`src/sv/fpmd_pkg.sv`:
```
// ----------------------------------------------------------------------------
// fpmd_pkg
// Types and constants shared by the fixed-point multiply/divide unit.
// ----------------------------------------------------------------------------
package fpmd_pkg;

   localparam int QUOT_W    = 40;  // |a| * 2^8 with |a| up to 2^31
   localparam int REM_W     = 32;
   localparam int MAG_W     = 32;
   localparam int PROD_W    = 64;
   localparam int WIDE_FRAC = 8;   // Q24.8
   localparam int RECIP_EXP_NARROW = 8;   // 2^(8+s)
   localparam int RECIP_EXP_WIDE   = 16;  // 2^16

   localparam logic [1:0] CMD_MUL   = 2'd0;
   localparam logic [1:0] CMD_DIV   = 2'd1;
   localparam logic [1:0] CMD_RECIP = 2'd2;
   localparam logic [1:0] CMD_RSVD  = 2'd3;  // no operation, result 0

   typedef struct packed {
      logic              valid;
      logic [1:0]        cmd;
      logic              wide;
      logic [3:0]        shift;   // scaling shift for multiply
      logic              neg;
      logic              dz;
      logic [MAG_W-1:0]  a_mag;
      logic [MAG_W-1:0]  b_mag;
      logic [QUOT_W-1:0] num;
   } prep_type;

   typedef struct packed {
      logic              valid;
      logic [1:0]        cmd;
      logic              wide;
      logic              neg;
      logic              dz;
      logic [31:0]       mres;    // low bits of scaled product magnitude
      logic [REM_W-1:0]  rem;
      logic [QUOT_W-1:0] nq;      // numerator bits shifting out, quotient in
      logic [MAG_W-1:0]  den;
   } div_type;

endpackage

```
`src/sv/fpmd_out.sv`:
```
// ----------------------------------------------------------------------------
// fpmd_out
// Sign restore, width wrap and the result register.
// ----------------------------------------------------------------------------
module fpmd_out (
   input  logic              clock,
   input  logic              reset,
   input  logic              en,
   input  fpmd_pkg::div_type in,
   output logic              out_valid,
   output logic [31:0]       out_result,
   output logic              out_dz
);
   import fpmd_pkg::*;

   logic        valid_ff;
   logic [31:0] result_ff, result_in;
   logic        dz_ff, dz_in;
   logic [31:0] mag, sgn;

   always_comb begin
      mag = (in.cmd == CMD_MUL) ? in.mres : in.nq[31:0];
      sgn = in.neg ? (~mag + 32'd1) : mag;
      if (!in.wide) begin
         sgn = {{16{sgn[15]}}, sgn[15:0]};
      end
      dz_in = in.dz;
      case (in.cmd)
         CMD_MUL:   result_in = sgn;
         CMD_DIV,
         CMD_RECIP: result_in = in.dz ? 32'd0 : sgn;
         default:   result_in = 32'd0;
      endcase
   end

   always_ff @(posedge clock) begin
      if (reset) begin
         valid_ff <= 1'b0;
      end else if (en) begin
         valid_ff <= in.valid;
      end
   end

   always_ff @(posedge clock) begin
      if (en) begin
         result_ff <= result_in;
         dz_ff     <= dz_in;
      end
   end

   assign out_valid  = valid_ff;
   assign out_result = result_ff;
   assign out_dz     = dz_ff;
endmodule

```
`config.mk`:
```
export PLATFORM = sky130hd
export DESIGN_NAME = fpmd_out
export DESIGN_NICKNAME = d
export VERILOG_FILES = /design/src/sv/fpmd_pkg.sv /design/src/sv/fpmd_out.sv
export SDC_FILE = /design/constraint.sdc
export NUM_CORES = 1
export LEC_CHECK = 0
export ABC_AREA = 0
export BUFFER_PORTS_ARGS = -buffer_cell sky130_fd_sc_hd__buf_2
export CAP_MARGIN = 0
export CORE_UTILIZATION = 30
export DETAILED_ROUTE_END_ITERATION = 8
export PLACE_DENSITY = 0.72
export RECOVER_POWER = 50
export SYNTH_ARGS = -nofsm -noshare
export SYNTH_HDL_FRONTEND = slang
export SYNTH_SLANG_ARGS = --single-unit
export TNS_END_PERCENT = 20
```
`constraint.sdc`:
```
create_clock -name clock -period 6.65 [get_ports clock]
set_input_delay 0.665 -clock clock [delete_from_list [all_inputs] [get_ports clock]]
set_output_delay 0.665 -clock clock [all_outputs]
set_load 0.005 [all_outputs]
```
==> results.sh <==
export IMPL_cts_tree="done"
export IMPL_whs_ns=0.514
export IMPL_grt_max_degree=52
export IMPL_min_path_type="register to register"
export IMPL_ctsHoldBuffers=0
export IMPL_worst_pin_slew_ns=1.81
export IMPL_tns_ns=0
export IMPL_fin_area_sq_um=3420
export IMPL_antenna_found_initial=0
export IMPL_portBuffers=106
export IMPL_path_cells="buf_2, inv_1, ha_2, buf_4, or3b_1, o2bb2ai_1, or3b_2, o41ai_1, xnor2_1, a21oi_1"
export IMPL_postRouteAntennaNets=0
export IMPL_yosysWarnings=0
export IMPL_htree_levels=2
export IMPL_ys_flop_type="edfxtp_1"
export IMPL_vias=2579
export IMPL_ys_ff_latch=34
export IMPL_min_period_over_period=0.623
export IMPL_fin_cells=492
export IMPL_dpl_cell_area_sq_um=3340
export IMPL_cts_buffer_depth=2
export IMPL_slew_violations=35
export IMPL_period_needed_ns=4.14
export IMPL_drtIter0Drc=234
export IMPL_cts_setup_buffers=0
export IMPL_rows=34
export IMPL_start_util=0.312
export IMPL_powerDensity_nw_per_um2=167
export IMPL_crit_fanout=51
export IMPL_cp_num_buf_inv=3
export IMPL_cp_arrival_ns=4.16
export IMPL_vdd_ir_drop_max_mv=0.0734
export IMPL_violations="capacitance limit, slew limit"
export IMPL_p_leak_nw=1.27
export IMPL_cp_top_family="simple AND/OR/NAND/NOR gates"
export IMPL_synth_simple_area_share=0.200
export IMPL_status="finished, violations left"
export IMPL_post_route_cells_drive_above_1_share=0.318
export IMPL_clock_skew_ns=0
export IMPL_slowest_delay_ns=0.84
export IMPL_antenna_cells=0
export IMPL_min_delay_path_depth=2
export IMPL_syn_num_nets=432
export IMPL_core_area_sq_um=8760
export IMPL_root_buffer="clkbuf_8"
export IMPL_grt_total_usage=0.163
export IMPL_overflow=0
export IMPL_synth_top_area_share=0.363
export IMPL_synth_top_area_cell="edfxtp_1"
export IMPL_crit_type="input pin to register"
export IMPL_syn_area_per_cell_sq_um=9.62
export IMPL_synth_cell_types=52
export IMPL_fin_ws_ns=2.51
export IMPL_synth_xor_xnor_area_share=0.0865
export IMPL_fmax_mhz=241
export IMPL_synth_cells_most_frequent="edfxtp_1, mux2i_1, xnor2_1"
export IMPL_clkSlewWorstSetupHoldPaths_ns=0.07
export IMPL_hpwl_microns=6190
export IMPL_nets=531
export IMPL_cts_buffers_inserted=5
export IMPL_critPathLaunchType="input pin"
export IMPL_drt_wirelength_per_cell_microns=15.7
export IMPL_crit_cells=10
export IMPL_yosysSeqAreaShare=0.370
export IMPL_synth_mux_area_frac=0.120
export IMPL_chipHeight_microns=97.4
export IMPL_cts_sinks=34
export IMPL_synthAdderAreaFrac=0.0137
export IMPL_place_gp_congestion=0.922
export IMPL_drt_vias_per_instance=5.24
export IMPL_syn_inst=284
export IMPL_synthTopCellsByArea="edfxtp_1, mux2i_1, xnor2_1"
export IMPL_synth_edf_count=33
export IMPL_rsz0062_at_grt="false"
export IMPL_wl_microns=7730
export IMPL_synth_compound_area_frac=0.177
export IMPL_hold_viol=0
export IMPL_drc=0
export IMPL_area_delta_synth_final_pct=25.0
export IMPL_pre_cts_ws_ns=2.23
export IMPL_die_area_sq_um=9490
export IMPL_grt_pass1_wl_microns=12500
export IMPL_synthMostInstantiatedCell="edfxtp_1"
export IMPL_synth_cell_area_sq_um=2730
export IMPL_crit_slowest_cell="ha_2"
export IMPL_max_slew_margin_rel=-0.210
export IMPL_clk_latency_ns=0.28
export IMPL_synth_top_family_by_area="simple AND/OR/NAND/NOR gates"
export IMPL_setup_viol=0
export IMPL_grt_pass1_vias=2495
export IMPL_critPathRequiredTime_ns=6.67
export IMPL_placedCellCount=484
export IMPL_die_w_microns=97.4
export IMPL_firstDrtPassIters=5
export IMPL_ys_async_sr_fraction=0
export IMPL_cap_viol_max_count=1
export IMPL_end_kind="register"
export IMPL_cts_resized=0
export IMPL_ios=179
export IMPL_ff2ff_path_depth=2
[worst paths after layout]
path             start        endpoint  slack [ns]
max            in[139]  out_result[28]        2.51
max reg2reg  out_valid       out_valid        6.05
min          out_valid       out_valid        0.51
min reg2reg  out_valid       out_valid        0.51
[kinds of logic (layout without fill, tap and decap cells)]
| logic type | Yosys count | after routing |
|---|---|---|
| mux | 32 | 32 |
| xor+xnor | 27 | 27 |
| compound gates | 73 | 73 |
| flops | 34 | 34 |
| fa+ha+maj | 3 | 3 |
| buf+inv | 21 | 121 |
| simple gates | 94 | 94 |
[report_power, final]
| part | total, mW | internal, mW | switching [mW] |
|---|---|---|---|
| sequential | 0.265 | 0.261 | 0.00462 |
| combinational | 0.159 | 0.0712 | 0.0880 |
| clock | 0.147 | 0.0725 | 0.0749 |
| total | 0.572 | 0.404 | 0.168 |
[cell usage in the layout, fill, tap and decap left out, types with 7 or more instances in the layout]
cell and instances:
edfxtp_1 33, nor2_1 21, a21oi_1 20, buf_2 99, mux2i_1 27, clkbuf_1 8
nand2_1 9, or3_1 10, o21ai_1 7, o31ai_1 7, nor3_1 13, o21ai_0 11
xnor2_1 22
[worst register-to-register path: cells and delay by family (launching register included)]
family,cells,cell delay [ns]
DFF,1,0.33
and+or+nand+nor,1,0.14
muxes,1,0.07
[per-stage QoR]
stage	total power [mW]	util
2_1_floorplan	0.356	-
3_5_place_dp	0.429	0.381
4_1_cts	0.576	0.391
6_report	0.572	0.390
5_1_grt	0.604	0.390
3_3_place_gp	0.425	0.381
[per-layer routing]
layer,vias up,global-route usage,part of all wire,routed length [microns]
li1,1295,-,-,-
met3,10,0.0353,0.054,420
met1,1191,0.228,0.48,3700
met4,0,0.0498,0.016,121
met2,83,0.251,0.45,3490
met5,-,0,0,0
[final cells by class]
| type | count | area [sq um] |
|---|---|---|
| sequential | 34 | 1010 |
| fill | 899 | 5350 |
| multi-input combinational | 229 | 1630 |
| timing repair buffer | 108 | 537 |
| clock buffer | 6 | 72.6 |
| tap | 108 | 135 |
| inverter | 5 | 18.8 |
| clock inverter | 2 | 10.0 |
[flip-flops by register name (all words and copies together), names as in the netlist]
register,cells
out_result,32
out_dz,1
out_valid,1
(Power assumes the default switching activity.)
