$ cat src/sv/fpmd_pkg.sv
// ----------------------------------------------------------------------------
// fpmd_pkg
// Types and constants shared by the fixed-point multiply/divide unit.
// ----------------------------------------------------------------------------
package fpmd_pkg;

   localparam int QUOT_W    = 40;  // |a| * 2^8 with |a| up to 2^31
   localparam int REM_W     = 32;
   localparam int MAG_W     = 32;
   localparam int PROD_W    = 64;
   localparam int WIDE_FRAC = 8;   // Q24.8
   localparam int RECIP_EXP_NARROW = 8;   // 2^(8+s)
   localparam int RECIP_EXP_WIDE   = 16;  // 2^16

   localparam logic [1:0] CMD_MUL   = 2'd0;
   localparam logic [1:0] CMD_DIV   = 2'd1;
   localparam logic [1:0] CMD_RECIP = 2'd2;
   localparam logic [1:0] CMD_RSVD  = 2'd3;  // no operation, result 0

   typedef struct packed {
      logic              valid;
      logic [1:0]        cmd;
      logic              wide;
      logic [3:0]        shift;   // scaling shift for multiply
      logic              neg;
      logic              dz;
      logic [MAG_W-1:0]  a_mag;
      logic [MAG_W-1:0]  b_mag;
      logic [QUOT_W-1:0] num;
   } prep_type;

   typedef struct packed {
      logic              valid;
      logic [1:0]        cmd;
      logic              wide;
      logic              neg;
      logic              dz;
      logic [31:0]       mres;    // low bits of scaled product magnitude
      logic [REM_W-1:0]  rem;
      logic [QUOT_W-1:0] nq;      // numerator bits shifting out, quotient in
      logic [MAG_W-1:0]  den;
   } div_type;

endpackage

$ cat src/sv/fpmd_mul.sv
// ----------------------------------------------------------------------------
// fpmd_mul
// Two-stage magnitude multiply and scaling shift; seeds the divider state.
// ----------------------------------------------------------------------------
module fpmd_mul (
   input  logic               clock,
   input  logic               reset,
   input  logic               en,
   input  fpmd_pkg::prep_type in,
   output fpmd_pkg::div_type  out
);
   import fpmd_pkg::*;

   prep_type          hold_ff;
   logic [PROD_W-1:0] prod_ff, prod_in;
   div_type           stage_ff, stage_in;
   logic [PROD_W-1:0] scaled;

   assign prod_in = PROD_W'(in.a_mag) * PROD_W'(in.b_mag);

   always_comb begin
      scaled         = prod_ff >> hold_ff.shift;  // magnitude shift = truncate toward zero
      stage_in.valid = hold_ff.valid;
      stage_in.cmd   = hold_ff.cmd;
      stage_in.wide  = hold_ff.wide;
      stage_in.neg   = hold_ff.neg;
      stage_in.dz    = hold_ff.dz;
      stage_in.mres  = scaled[31:0];
      stage_in.rem   = '0;
      stage_in.nq    = hold_ff.num;
      stage_in.den   = hold_ff.b_mag;
   end

   always_ff @(posedge clock) begin
      if (reset) begin
         hold_ff  <= '0;
         stage_ff <= '0;
      end else if (en) begin
         hold_ff  <= in;
         stage_ff <= stage_in;
      end
   end

   always_ff @(posedge clock) begin
      if (en) begin
         prod_ff <= prod_in;
      end
   end

   assign out = stage_ff;
endmodule

$ cat config.mk
export PLATFORM = sky130hd
export DESIGN_NAME = fpmd_mul
export DESIGN_NICKNAME = d
export VERILOG_FILES = /design/src/sv/fpmd_pkg.sv /design/src/sv/fpmd_mul.sv
export SDC_FILE = /design/constraint.sdc
export NUM_CORES = 2
export LEC_CHECK = 0
export BUFFER_PORTS_ARGS = -buffer_cell sky130_fd_sc_hd__buf_2
export CORE_MARGIN = 4
export CORE_UTILIZATION = 45
export CTS_BUF_LIST = sky130_fd_sc_hd__clkbuf_4 sky130_fd_sc_hd__clkbuf_8
export DETAILED_ROUTE_END_ITERATION = 10
export PLACE_DENSITY_LB_ADDON = 0.15
export SETUP_SLACK_MARGIN = 0.15
export SLEW_MARGIN = 20
export SYNTH_ARGS = -nofsm -noshare
export SYNTH_HDL_FRONTEND = slang
export SYNTH_SLANG_ARGS = --single-unit
export TNS_END_PERCENT = 10
$ cat constraint.sdc
create_clock -name clock -period 9.09 [get_ports clock]
set_input_delay 0.4545 -clock clock [delete_from_list [all_inputs] [get_ports clock]]
set_output_delay 0.4545 -clock clock [all_outputs]
set_load 0.05 [all_outputs]
==> impl_metrics.json <==
{
  "synthCells": 3946,
  "status": "finished clean",
  "grt_usage_pct": 23.3,
  "die-width_um": 298,
  "critPathMaxFanout": 32,
  "overflow": 0,
  "r2r-start": "hold_ff[106]",
  "wl_met1_um": 42100,
  "grt_max_degree": 121,
  "clkTransAtPathRegs_ns": 0.07,
  "hold_violations": 0,
  "finalClockSkew_ns": 0.0497,
  "mostFrequentLayoutCells": "fa_1, inv_1, and2_1",
  "wl_met3_um": 3480,
  "period_share_pct": 80.7,
  "holdBufCountCts": 0,
  "area_delta_synth_final_pct": 6.44,
  "top_layer": "met4",
  "async_flop_share_pct": 0,
  "max_stage_delay_ns": 0.60,
  "synth-main-ff-cell": "dfxtp_1",
  "maxCapViolations": 0,
  "clkSinkCount": 239,
  "hold_path.class": "in2reg",
  "worstMarginPinSlew_ns": 1.07,
  "routedWlPerCell_um": 19.8,
  "critical_path_buf_inv_count": 5,
  "cp-start-kind": "input port",
  "final_net_count": 5037,
  "clk_latency_ns": 0.57,
  "placementRows": 105,
  "numCtsBuffers": 39,
  "ant_nets": 0,
  "wl_met2_um": 52100,
  "grt_pass1_vias": 27900,
  "syn_area_sq_um": 37700,
  "cts_root_buf": "clkbuf_8",
  "critPathMostFrequentCell": "fa_1",
  "synth_top_family_by_area": "adder cells",
  "worst_hold_slack_ns": 0.112,
  "max_freq_ghz": 0.136,
  "critPathTopFamily": "adder cells",
  "cts_buffer_depth": 3,
  "multi_input_area_sq_um": 28600,
  "syn_avg_cell_area_sq_um": 9.56,
  "dr.pass1.iters": 5,
  "final_common_cell": "fa_1",
  "grt_pass1_wl_um": 163000,
  "hold_depth": 3,
  "final_layout_size_suffix_gt1_share_pct": 8.94,
  "synth_compound_area_share_pct": 3.10,
  "cts_tree": "built",
  "via_count": 26000,
  "drtIter0Drc": 1265,
  "slew_viol_final": 0,
  "cts_htree_levels": 2,
  "ys_warn_count": 0,
  "crit_chain": "buf_2, and2_1, fa_1, fa_1, fa_1, inv_1, fa_1, inv_1, fa_1, inv_1, fa_1, inv_1, fa_1, fa_1, ha_1, a21oi_1, a211oi_1, a2111oi_4, nor2_2, nor4b_2, o211ai_1, a21oi_1, xnor2_1",
  "holdPathEnd": "hold_ff[19]",
  "setup_viol": 0,
  "rsz0062_at_grt": "no",
  "core_area_sq_um": 82600,
  "dp_hpwl_um": 79400,
  "antenna_found_initial": 3,
  "reg2reg_to": "out[109]",
  "required_ns": 9.35,
  "slew_headroom_pct": 28.8,
  "die_height_um": 298,
  "regArea_sq_um": 5260,
  "synthMuxAreaShare_pct": 8.60,
  "initial_utilization_pct": 45.7,
  "period_minus_slack_ns": 7.33,
  "synth_cell_type_count": 68,
  "worst_r2r_path_depth": 9,
  "synth_edf_count": 47,
  "place_congestion": 0.842,
  "critPathLaunch": "in[83]",
  "synth_fa_ha_area_share_pct": 46.2,
  "hold_start": "in[19]",
  "die-area_sq_um": 88500,
  "wirelength_um": 101000,
  "cp-end-kind": "flip-flop",
  "synth-seq-cells": 239,
  "vias_per_cell": 5.10,
  "crit_type": "in2reg",
  "ys_seq_area_share_pct": 13.9,
  "post_cts_buffers": 0,
  "ctsResizeCount": 0,
  "setup_tns_ns": 0,
  "crit_slowest_cell": "buf_2",
  "r2r_setup_slack_ns": 6.55,
  "numPortBuffers": 226,
  "final.fill_count": 8039,
  "synth_xor_area_share_pct": 1.65,
  "io_pins": 259,
  "drc": 0,
  "synth-simple-area-share_pct": 16.0,
  "cp.arrival_ns": 7.59
}
==> worst min-delay path: cells and delay by family <==
family / cells / cell delay [ns]
AND/OR/NAND/NOR: 1 / 0.07
multiplexers: 1 / 0.05
buffers and inverters: 1 / 0.07
==> state kept, by name, indices dropped and copies added, names as in the netlist <==
name,cells
prod_ff,47
hold_ff,82
out,110
==> worst max-delay path by stage <==
stage | end | depth (start not counted)
after global routing | prod_ff[46] | 23
after CTS | prod_ff[46] | 23
after floorplan | prod_ff[44] | 22
after detailed placement | prod_ff[46] | 23
final | prod_ff[46] | 23
after global placement | prod_ff[42] | 23
==> area by class of cell <==
type | instances | share of cell area [%]
timing repair buffer | 239 | 3.10
antenna | 3 | 0.0187
clock inverter | 13 | 0.352
tap | 1070 | 3.33
inverter | 749 | 7.00
clock buffer | 58 | 1.82
multi-input combinational | 2717 | 71.3
sequential | 239 | 13.1
==> through the flow <==
stage          util (%)  setup slack, ns  cells  area (sq um)
2_1_floorplan         -             1.99   3977         37800
3_3_place_gp       47.5             1.19   5014         39300
3_5_place_dp       47.5             1.16   5014         39300
4_1_cts            48.6             1.73   5085         40200
5_1_grt            48.6             1.47   5087         40200
6_report           48.6             1.76   5088         40200
==> synth_stat cells, types with 5 or more instances <==
cell / instances / area (sq um)
inv_1: 749 / 2810
and2_1: 521 / 3260
a21o_1: 15 / 113
o21a_1: 5 / 37.5
o21ai_0: 23 / 115
xnor2_1: 51 / 447
dfxtp_1: 192 / 3840
xor2_1: 20 / 175
mux2i_1: 259 / 2590
and3_1: 7 / 43.8
edfxtp_1: 47 / 1410
buf_4: 32 / 240
clkbuf_1: 207 / 777
o21bai_1: 7 / 52.6
mux4_2: 26 / 586
nand2_1: 410 / 1540
buf_1: 24 / 90.1
a211oi_1: 21 / 158
nand4_1: 7 / 43.8
a21oi_1: 55 / 275
nor3_1: 8 / 40.0
buf_2: 9 / 45.0
nor2b_1: 10 / 62.6
a31oi_1: 5 / 31.3
mux2_2: 6 / 67.6
o211ai_1: 7 / 52.6
fa_1: 763 / 15300
nand3_1: 17 / 85.1
ha_1: 172 / 2150
nor2_1: 219 / 822
==> per-layer routing <==
layer / global-route usage, % / vias to the layer above
met5: 0 / -
met4: 6.64 / 0
met3: 2.42 / 134
met2: 41.4 / 497
met1: 30.2 / 13500
li1: - / 11800
==> logic make-up after synthesis <==
group,count (synthesis)
flops,239
simple gates,1218
xor+xnor,71
buf+inv,1021
other cells,1
compound gates,170
mux,291
fa+ha+maj,935
Power is left out: the tool's default activity adds up to more than one toggle a clock period on the data nets, which glitch-free logic cannot reach.
