$ cat config.mk
export PLATFORM = sky130hd
export DESIGN_NAME = fpmd_div_stage
export DESIGN_NICKNAME = d
export VERILOG_FILES = /design/src/sv/fpmd_pkg.sv /design/src/sv/fpmd_div_stage.sv
export SDC_FILE = /design/constraint.sdc
export NUM_CORES = 1
export LEC_CHECK = 0
export BUFFER_PORTS_ARGS = -buffer_cell sky130_fd_sc_hd__buf_2
export CAP_MARGIN = 10
export CORE_MARGIN = 3
export CORE_UTILIZATION = 49
export CTS_CLUSTER_DIAMETER = 30
export DETAILED_ROUTE_END_ITERATION = 12
export HOLD_SLACK_MARGIN = 0.02
export PLACE_DENSITY = 0.84
export SETUP_SLACK_MARGIN = 0.4
export SYNTH_ARGS = -nofsm -noshare
export SYNTH_HDL_FRONTEND = slang
export SYNTH_SLANG_ARGS = --single-unit
$ cat constraint.sdc
create_clock -name clock -period 4 [get_ports clock]
set_input_delay 0.6 -clock clock [delete_from_list [all_inputs] [get_ports clock]]
set_output_delay 0.6 -clock clock [all_outputs]
set_load 0.02 [all_outputs]
$ cat src/sv/fpmd_pkg.sv
// ----------------------------------------------------------------------------
// fpmd_pkg
// Types and constants shared by the fixed-point multiply/divide unit.
// ----------------------------------------------------------------------------
package fpmd_pkg;

   localparam int QUOT_W    = 40;  // |a| * 2^8 with |a| up to 2^31
   localparam int REM_W     = 32;
   localparam int MAG_W     = 32;
   localparam int PROD_W    = 64;
   localparam int WIDE_FRAC = 8;   // Q24.8
   localparam int RECIP_EXP_NARROW = 8;   // 2^(8+s)
   localparam int RECIP_EXP_WIDE   = 16;  // 2^16

   localparam logic [1:0] CMD_MUL   = 2'd0;
   localparam logic [1:0] CMD_DIV   = 2'd1;
   localparam logic [1:0] CMD_RECIP = 2'd2;
   localparam logic [1:0] CMD_RSVD  = 2'd3;  // no operation, result 0

   typedef struct packed {
      logic              valid;
      logic [1:0]        cmd;
      logic              wide;
      logic [3:0]        shift;   // scaling shift for multiply
      logic              neg;
      logic              dz;
      logic [MAG_W-1:0]  a_mag;
      logic [MAG_W-1:0]  b_mag;
      logic [QUOT_W-1:0] num;
   } prep_type;

   typedef struct packed {
      logic              valid;
      logic [1:0]        cmd;
      logic              wide;
      logic              neg;
      logic              dz;
      logic [31:0]       mres;    // low bits of scaled product magnitude
      logic [REM_W-1:0]  rem;
      logic [QUOT_W-1:0] nq;      // numerator bits shifting out, quotient in
      logic [MAG_W-1:0]  den;
   } div_type;

endpackage

$ cat src/sv/fpmd_div_stage.sv
// ----------------------------------------------------------------------------
// fpmd_div_stage
// One restoring-division step: one quotient bit per stage.
// ----------------------------------------------------------------------------
module fpmd_div_stage (
   input  logic              clock,
   input  logic              reset,
   input  logic              en,
   input  fpmd_pkg::div_type in,
   output fpmd_pkg::div_type out
);
   import fpmd_pkg::*;

   div_type          stage_ff, stage_in;
   logic [REM_W:0]   part;
   logic [REM_W+1:0] diff;
   logic             ge;

   always_comb begin
      part     = {in.rem, in.nq[QUOT_W-1]};
      diff     = {1'b0, part} - {2'b00, in.den};
      ge       = ~diff[REM_W+1];
      stage_in = in;
      stage_in.rem = ge ? diff[REM_W-1:0] : part[REM_W-1:0];
      stage_in.nq  = {in.nq[QUOT_W-2:0], ge};
   end

   always_ff @(posedge clock) begin
      if (reset) begin
         stage_ff <= '0;
      end else if (en) begin
         stage_ff <= stage_in;
      end
   end

   assign out = stage_ff;
endmodule

==> impl_results.md, run 1 <==
* Status: finished clean
* Async SR Flop Fraction at 0%
* Required time of the critical path at around 4300 ps
* Post-DP Area at 8690 sq um
* Net Count, Synth at 998
* Logic pwr share at around 22%
* Area of the mapped netlist at 7170 sq um
* Slowest-stage cell, CP: o21a_1
* Total die area at 16100 sq um
* Placed cell count at 1245
* Setup-failing EPs final at 0
* VDD IR-drop max at 0.274 mV
* Synth warn at 0
* Multi-input gate area at ~4000 sq um
* First-pass GRT wire length at 31800 um
* Root Buffer: clkbuf_16
* Commonest cells after routing, fill and taps aside: 284 x buf_2, 153 x nor2_1, 142 x dfxtp_1
* Per-cell routed wire length at 15.9 um
* Initial drt markers at 508
* Slew Viols, Final at 0
* Final core occ at 65.9%
* Slack of the critical path at ~650 ps
* Unrepaired setup endpoints after global routing: no
* CP Capture Type: flip-flop
* Max_cap viols at 0
* I/O pin count at 287
* Fin Hold WS at roughly 410 ps
* Crit-path leading delay family: compound AO/OA/AOI/OAI gates
* Post-route cell area at 9290 sq um
* Clock sinks at between 100 and 150
* Post-CTS Setup Bufs at 0
* Cts bufs inserted at 17
* Fillers at 1158
* Main synth FF type: dfxtp_1
* Total GRT Usage at ~24%
* Crit Path Class: input port to flip-flop
* Critical Path, Cell by Cell: buf_2 -> inv_1 -> ha_1 -> nand4_1 -> nor4_1 -> o311ai_0 -> nand3_1 -> a21o_1 -> o21a_1 -> buf_4 -> nand2_1 -> a311oi_1
* Initial antenna violation count at 0
* Clk buf depth at 2
* Switching pwr at 1.22 mW
* Synth cell types at 60
* Final #Nets at 1262
* Lkg Pwr at just under 5 nW
* CP Launch Type: input port
* Post-synth EDFFs at 0
* Worst-margin pin slew at 1080 ps
* GPL Wtd Cong at 0.926
* Vias at around 6900
* Setup TNS at 0 ps
* Rows at 43
* Layout Skew at 0 ps
* Vias in the first global route at 6233
* Internal power at between 2 and 3 mW
* CP max FO at 25
* Vias per cell at 5.39
* Avg Inst Size Synth at 8.75 sq um
* Switching portion of total power at 29.9%
* Fmax at 0.298 GHz
* Antenna cells at 0
* Final min period at 3350 ps
* Crit path DAT at 3670 ps
* PnR Total Power at around 4.1 mW
* Power share of the sequential group at 38.4%
* Residual DRC at 0
* Worst min path class: input port to flip-flop
* Commonest non-fill, non-tap cell in the layout: buf_2
* Rel. slew slack at 27.7%
* Slowest cell delay on critical path at 870 ps
* Sequential fraction of the synthesis area at 39.6%
* Post-CTS sizing at 0
* Non-Filler Instances at 1276
* Share of cells above drive strength 1 at 30.4%
* DR pass1 iterations at 5
* Routed WL at 20300 um
* Clock Power Share at 39.2%
* Port Buffers at 286
* Largest net degree at the start of global routing at 73
* Pwr dens at 438 nW/um^2
* Synthesized flop and latch total at 142
* Die height at ~130 um
* Seq. cell area at 2840 sq um
* Antenna-violating nets left at 0
* Gr ovfl total at 0
* Max FFs per register at 142
* Clock H-tree levels at 4
* Clk slew on worst S/H paths at ~60 ps
* Hpwl dp at 15200 um
* CTS tree: done
* Worst skew pair latency at 420 ps
* Initial Utilization at ~51%
* Pre-CTS setup slack at 248 ps
* Cells after Synth at 820
* P&R area growth vs syn at 29.5%
* Final Hold Viols at 0
* Core Region at around 14000 sq um
* Hold Buf Count CTS at 0
* Worst path bufs/invs at 3
* DIE WIDTH at 127 um
* Crit share post-route at 83.8%
## tightest hold or removal path: stages
cell	delay (ps)
buf_2	70
mux2i_1	50
nor2_1	70
## cells in the mapped netlist (4+ instances only)
library cell  count  share of area [%]
o21ai_0          16                1.1
nor2b_1           4               0.35
and3_1            4               0.35
a311oi_1         18                2.2
buf_1             8               0.42
a31oi_1           8               0.70
a41oi_1           4               0.49
mux2i_1         112                 16
xnor2_1          14                1.7
clkbuf_1         31                1.6
dfxtp_1         142                 40
nand4_1           5               0.44
nand3_1          12               0.84
o211ai_1          6               0.63
xor2_1            6               0.73
nand2_1          63                3.3
nor2_1          153                8.0
inv_1            45                2.4
a21o_1           20                2.1
buf_2             5               0.35
a21oi_1          31                2.2
a211oi_1          4               0.42
nor3b_1           6               0.63
o21a_1            6               0.63
or3_1             7               0.61
ha_1             32                5.6
o21bai_1          5               0.52
## power by group through the flow
stage | Sequential, mW | Clock, mW | Combinational [mW]
after floorplan | 1.71 | 0 | 0.489
after CTS | 1.56 | 1.62 | 0.910
after global placement | 1.59 | 0 | 0.892
after detailed placement | 1.59 | 0 | 0.906
after global routing | 1.57 | 1.69 | 0.995
final | 1.56 | 1.59 | 0.913
## area by class of cell
class / count / area share [%]
Tap cell: 180 / 2.42
Multi-Input combinational cell: 584 / 42.4
Clock inverter: 11 / 1.41
Timing Repair Buffer: 294 / 16.3
Inverter: 45 / 1.82
Clock buffer: 20 / 5.02
Sequential cell: 142 / 30.6
## path summary, 6_finish.rpt
| path | start | end | slack, ps | depth (start not counted) |
|---|---|---|---|---|
| hold reg to reg | out[103] | out[103] | 460 | 1 |
| setup reg to reg | out[99] | out[99] | 3150 | 3 |
| setup / recovery | in[13] | out[79] | 650 | 12 |
| hold / removal | in[111] | out[111] | 410 | 3 |
## layer usage
metal  up-vias  global-route usage, %  share of wire [%]
met2       306                   39.1                 47
met5         -                      0                  0
met4         0                   9.72                2.8
li1       3402                      -                  -
met3        49                   5.56                7.8
met1      3125                   31.2                 42
## cell families (layout without fill, tap and decap cells)
| family | count (synthesis) | count (layout) | share of synthesized area, % |
|---|---|---|---|
| XOR/XNOR | 20 | 20 | 2.44 |
| AND/OR/NAND/NOR | 271 | 271 | 16.2 |
| multiplexers | 112 | 112 | 15.6 |
| adder cells (fa/ha/maj) | 33 | 33 | 5.86 |
| buffers and inverters | 94 | 370 | 5.42 |
| flip-flops | 142 | 142 | 39.6 |
| AO/OA/AOI/OAI | 148 | 148 | 14.8 |
Note: power is estimated with default switching activity, not from simulation.
==> run 2, diff against run 1 <==
ABC_AREA = 1   (was default)
CORE_UTILIZATION = 51   (was 49)
PLACE_DENSITY = 0.85   (was 0.84)
clock period = 3.4 ns   (was 4 ns; I/O delays follow)
==> impl_results.md, run 2 <==
* Status: finished clean
* Routed WL at 26100 um (+29%)
* Avg Inst Size Synth at 6.37 sq um (-27%)
* Main synth FF type: dfxtp_1
* Max FFs per register at 142 (unchanged)
* Setup TNS at 0 ps (unchanged)
* Worst Reg-to-Reg Cells at 4 (+1)
* Core Region at 15300 sq um (+8.2%)
* Vias in the first global route at 7727 (+24%)
* Rows at 45 (+4.7%)
* Cts bufs inserted at 17 (unchanged)
* CP max FO at 4 (-84%)
* Antenna-violating nets left at 0 (unchanged)
* Synth warn at 0 (unchanged)
* Port Buffers at 286 (unchanged)
* Total die area at 17100 sq um (+6.2%)
* Worst skew pair latency at 420 ps (about the same)
* Clk slew on worst S/H paths at 70 ps (about the same)
* Synth top area share at 35.7% (-3.9 points)
* Commonest non-fill, non-tap cell in the layout: nand2_1
* Cell taking the most area after synthesis: dfxtp_1
* Commonest cells after routing, fill and taps aside: 309 x nand2_1, 285 x buf_2, 227 x nor2_1
* Fmax at 0.432 GHz
* Initial antenna violation count at 0 (unchanged)
* DR pass1 iterations at 5 (unchanged)
* Pre-CTS setup slack at 725 ps (+477 ps)
* Crit path from: in[71]
* PnR Total Power at 4.88 mW (+20%)
* Worst-margin pin slew at 948 ps (-136 ps)
* Antenna cells at 0 (unchanged)
* Hold Buf Count CTS at 0 (unchanged)
* Post-CTS sizing at 0 (unchanged)
* Share of cells above drive strength 1 at 23.1% (-7.2 points)
* Max_cap viols at 0 (unchanged)
* Clock H-tree levels at 4 (unchanged)
* Fillers at 1433 (+24%)
* Gr ovfl total at 0 (unchanged)
* Die height at 131 um (+3.1%)
* Worst min path class: input port to flip-flop
* Vias at 8876 (+29%)
* RR Startpoint: out[88]
* CTS tree: done
* Final core occ at 65.8% (-0.077 points)
* Initial drt markers at 661 (+30%)
* Crit Path Class: input port to flip-flop
* Unrepaired setup endpoints after global routing: no
* Setup-failing EPs final at 0 (unchanged)
* First-pass GRT wire length at 38900 um (+22%)
* Slack of the critical path at 1080 ps (+434 ps)
* Slew Viols, Final at 0 (unchanged)
* Critical path capture point: out[88]
* Area of the mapped netlist at 7960 sq um (+11%)
* I/O pin count at 287 (unchanged)
* VDD IR-drop max at 0.387 mV (+41%)
* Async SR Flop Fraction at 0% (unchanged)
* Internal reg-to-reg setup slack at 2680 ps (-470 ps)
* Post-synth EDFFs at 0 (unchanged)
* Synthesized flop and latch total at 142 (unchanged)
* Most common cell in the netlist: nand2_1
* Net Count, Synth at 1427 (+43%)
* Crit path DAT at 2690 ps (-980 ps)
* P&R area growth vs syn at 26.3%
* Top cells by area, synth: dfxtp_1 36%, nand2_1 15%, nor2_1 11%
* Largest net degree at the start of global routing at 82 (+12%)
* Lkg Pwr at 5.72 nW (+17%)
* Hpwl dp at 20200 um (+33%)
* Synth cell types at 38 (-37%)
* Initial Utilization at 52.1% (+1.2 points)
* Post-CTS Setup Bufs at 0 (unchanged)
* Vias per cell at 5.12 (-5.0%)
* Per-cell routed wire length at 15.1 um (-5.2%)
* Root Buffer: clkbuf_16
* Crit share post-route at around two thirds
* CP Capture Type: flip-flop
* Sequential fraction of the synthesis area at 35.7% (-3.9 points)
* Final Hold Viols at 0 (unchanged)
* Layout Skew at 0 ps (unchanged)
* Total GRT Usage at 28.9% (+4.7 points)
* Clk buf depth at 2 (unchanged)
* GPL Wtd Cong at 1.02 (+9.8%)
* DIE WIDTH at 131 um (+3.1%)
* Clock sinks at 142 (unchanged)
* Rel. slew slack at 36.7% (+9.0 points)
* Required time of the critical path at 3770 ps (-550 ps)
* Top cells by count, synth: 309 x nand2_1, 227 x nor2_1, 174 x inv_1, 142 x dfxtp_1, 112 x o21ai_0
* Reg2Reg Capture Point: out[88]
* Pwr dens at 486 nW/um^2 (+11%)
* Final #Nets at 1686 (+34%)
* CP Launch Type: input port
* Final min period at 2320 ps
* Cells after Synth at 1249 (+52%)
* Residual DRC at 0 (unchanged)
-- run 2: through the flow --
step / area (sq um) / hold slack, ps / std cells
after global routing: 10000 / 300 / 1732
after global placement: 9460 / 452 / 1700
after detailed placement: 9460 / 454 / 1700
after floorplan: 7960 / 541 / 1249
final: 10000 / 311 / 1732
after CTS: 10000 / 297 / 1732
-- run 2: logic make-up (layout without fill, tap and decap cells) --
| group | count (synthesis) | count (layout) | synth area share (%) |
|---|---|---|---|
| xor gates and xnor gates | 16 | 16 | 1.76 |
| buffers and inverters | 230 | 502 | 11.6 |
| adders and majority gates | 33 | 33 | 5.28 |
| and+or+nand+nor | 647 | 647 | 33.9 |
| DFF | 142 | 142 | 35.7 |
| AOI/OAI and AO/OA | 181 | 181 | 11.8 |
-- run 2: layer usage --
metal | vias up | part of all wire, % | track usage [%]
li1 | 4407 | - | -
met1 | 4010 | 41 | 35.4
met2 | 398 | 48 | 49.1
met3 | 61 | 8.3 | 6.59
met4 | 0 | 3.2 | 11.5
met5 | - | 0 | 0
-- run 2: worst min path at each step --
stage               startpoint       end  cells after the start  slack (ps)
detailed placement     out[72]   out[72]                      2         450
global route            in[63]   out[64]                      3         300
floorplan             out[103]  out[103]                      2         540
finish                  in[38]   out[39]                      3         310
CTS                     in[38]   out[39]                      3         300
global placement       out[90]   out[90]                      2         450
-- run 2: cell type report --
| type | instances | area (sq um) | area share, % |
|---|---|---|---|
| clock inverters | 14 | 145 | 1.44 |
| well taps | 211 | 264 | 2.63 |
| flip-flops and latches | 142 | 2840 | 28.3 |
| repair buffers | 292 | 1490 | 14.8 |
| inverters | 178 | 671 | 6.68 |
| multi-input cells | 877 | 4190 | 41.7 |
| clock buffers | 18 | 439 | 4.37 |
-- run 2: worst max-delay path: stages --
cell	delay [ps]
buf_2	100
inv_1	70
ha_1	220
inv_1	120
fa_1	430
nand3_1	110
nand3_1	150
nand2_1	100
nand2_1	110
a21oi_1	310
xnor2_1	170
nand2_1	80
nand3_1	90
nand2_1	60
inv_1	50
-- run 2: power breakdown --
part           switching, mW  internal, mW
clock                  0.840         0.996
combinational          0.793         0.405
sequential            0.0592          1.79
==> run 3, diff against run 2 <==
CORE_UTILIZATION = 46   (was 51)
PLACE_DENSITY = 0.81   (was 0.85)
clock period = 1.85 ns   (was 3.4 ns; I/O delays follow)
==> impl_results.md, run 3 (synthesized netlist as in run 2, its figures left out) <==
* Status: finished clean
* Routed WL at 33800 um (+30%)
* Cts bufs inserted at 17 (unchanged)
* Fin Hold WS at 70.7 ps (-240 ps)
* Lkg Pwr at 6.90 nW (+21%)
* Pwr dens at 816 nW/um^2 (+68%)
* Share of cells above drive strength 1 at 43.5% (+20 points)
* Final core occ at 77.7% (+12 points)
* Largest net degree at the start of global routing at 108 (+32%)
* Worst min path class: input port to flip-flop
* Vias at 10300 (+16%)
* Port Buffers at 286 (unchanged)
* RR Startpoint: out[77]
* Placed cell count at 1830 (+7.6%)
* CP Launch Type: input port
* Worst-margin pin slew at 443 ps (-505 ps)
* Core Region at 16800 sq um (+9.8%)
* Antenna-violating nets left at 0 (unchanged)
* Unrepaired setup endpoints after global routing: yes
* Gr ovfl total at 0 (unchanged)
* Total die area at 18900 sq um (+10%)
* Crit path from: in[22]
* P&R area growth vs syn at 63.6%
* Commonest cells after routing, fill and taps aside: 256 x buf_2, 219 x nand2_1, 211 x nor2_1
* Hpwl dp at 21500 um (+6.5%)
* DR pass1 iterations at 6 (+1)
* DIE WIDTH at 138 um (+5.0%)
* Final Hold Viols at 0 (unchanged)
* Rows at 47 (+4.4%)
* Worst skew pair latency at 420 ps (about the same)
* CP max FO at 5 (+1)
* Vias per cell at 5.41 (+5.6%)
* Die height at 138 um (+5.0%)
* Crit path DAT at 2110 ps (-580 ps)
* Residual DRC at 0 (unchanged)
* Crit Path Class: input port to flip-flop
* Non-Filler Instances at 1902 (+9.8%)
* Root Buffer: clkbuf_16
* Crit share post-route at 95.3%
* CTS tree: done
* Clock sinks at 142 (unchanged)
* Vias in the first global route at 9307 (+20%)
* Hold Buf Count CTS at 0 (unchanged)
* Initial drt markers at 1015 (+54%)
* First-pass GRT wire length at 46900 um (+21%)
* Initial antenna violation count at 1 (+1)
* Total GRT Usage at 31.8% (+3.0 points)
* Layout Skew at 0 ps (unchanged)
* VDD IR-drop max at 0.644 mV (+66%)
* Max_cap viols at 0 (unchanged)
* GPL Wtd Cong at 1.00 (-1.4%)
* Clk buf depth at 2 (unchanged)
* Fmax at 0.567 GHz
* I/O pin count at 287 (unchanged)
* CP Capture Type: flip-flop
* Antenna cells at 0 (unchanged)
* Final min period at roughly 1800 ps
* Setup-failing EPs final at 0 (unchanged)
* Clock H-tree levels at 4 (unchanged)
* Per-cell routed wire length at 17.8 um (+18%)
* Clk slew on worst S/H paths at 70 ps (about the same)
* Commonest non-fill, non-tap cell in the layout: buf_2
* Required time of the critical path at 2200 ps (-1570 ps)
* HP Start: in[50]
* Max FFs per register at 142 (unchanged)
* Slew Viols, Final at 0 (unchanged)
* Initial Utilization at 47.5% (-4.7 points)
* Final #Nets at 1847 (+9.5%)
* Rel. slew slack at 70.5% (+34 points)
run 3: cell count changes in the layout (fill, tap and decap cells not counted), moves of 28 or more:
cell	before	now
inv_1	172	128
nand2_1	309	219
ha_4	0	31
buf_4	6	143
ha_1	32	1
buf_2	285	256
nand2_4	2	30
nand2_2	5	65
run 3: path summary, 6_finish.rpt:
| kind | to | slack (ps) | cells past startpoint |
|---|---|---|---|
| worst min-delay path | out[51] | 70 | 3 |
| worst max-delay path | out[95] | 90 | 15 |
| worst min register to register | out[91] | 470 | 2 |
| worst max register to register | out[77] | 1080 | 4 |
run 3: per-layer routing:
layer	up-vias	part of all wire (%)	global-route usage, %
met5	-	0.033	0
met4	2	7.0	17.8
met3	207	10	7.38
met2	662	47	54.4
met1	4680	36	36.5
li1	4740	-	-
run 3: layout make-up:
type | count | area, sq um
Multi-Input combinational cell | 884 | 5440
Fill cell | 1090 | 3740
Timing Repair Buffer | 445 | 3050
Sequential cell | 142 | 2840
Inverter | 178 | 743
Clock buffer | 17 | 425
Tap cell | 220 | 275
Clock inverter | 15 | 236
Timing Repair inverter | 1 | 11.3
run 3: per-stage QoR:
step / TNS [ps] / worst slack [ps] / area (sq um) / power, mW
after global routing: 0 / 8.70 / 13000 / 11.1
final: 0 / 86.4 / 13000 / 10.6
after detailed placement: -8040 / -366 / 11000 / 6.15
after global placement: -6850 / -330 / 11000 / 6.10
after CTS: 0 / 271 / 12700 / 10.4
after floorplan: 0 / 112 / 8540 / 5.05
run 3: repair_timing:
| item | 4_1_cts | 5_1_grt |
|---|---|---|
| endpoints found under the setup margin | 33 | 33 |
| endpoints found under the hold margin | 0 | 0 |
| resized for setup | 174 | 68 |
| pin swaps | 82 | 43 |
| gates cloned | 9 | 1 |
| setup buffers | 24 | 6 |
run 3: critical path: stages:
cell and delay, ps:
buf_6 100, inv_4 70, ha_4 220, nand2_2 70, nand2_2 60, nand2_1 80, nand3_2 100, a21oi_4 170
nor2_4 60, nor2_8 210, buf_12 170, nand2_8 90, nand2_1 110, nand3_1 120, a21oi_1 200
run 3: report_power, final:
group	switching (mW)	internal [mW]	leakage, nW
Sequential	0.115	3.29	1.18
Combinational	1.96	1.36	5.39
Clock	1.56	2.34	0.326
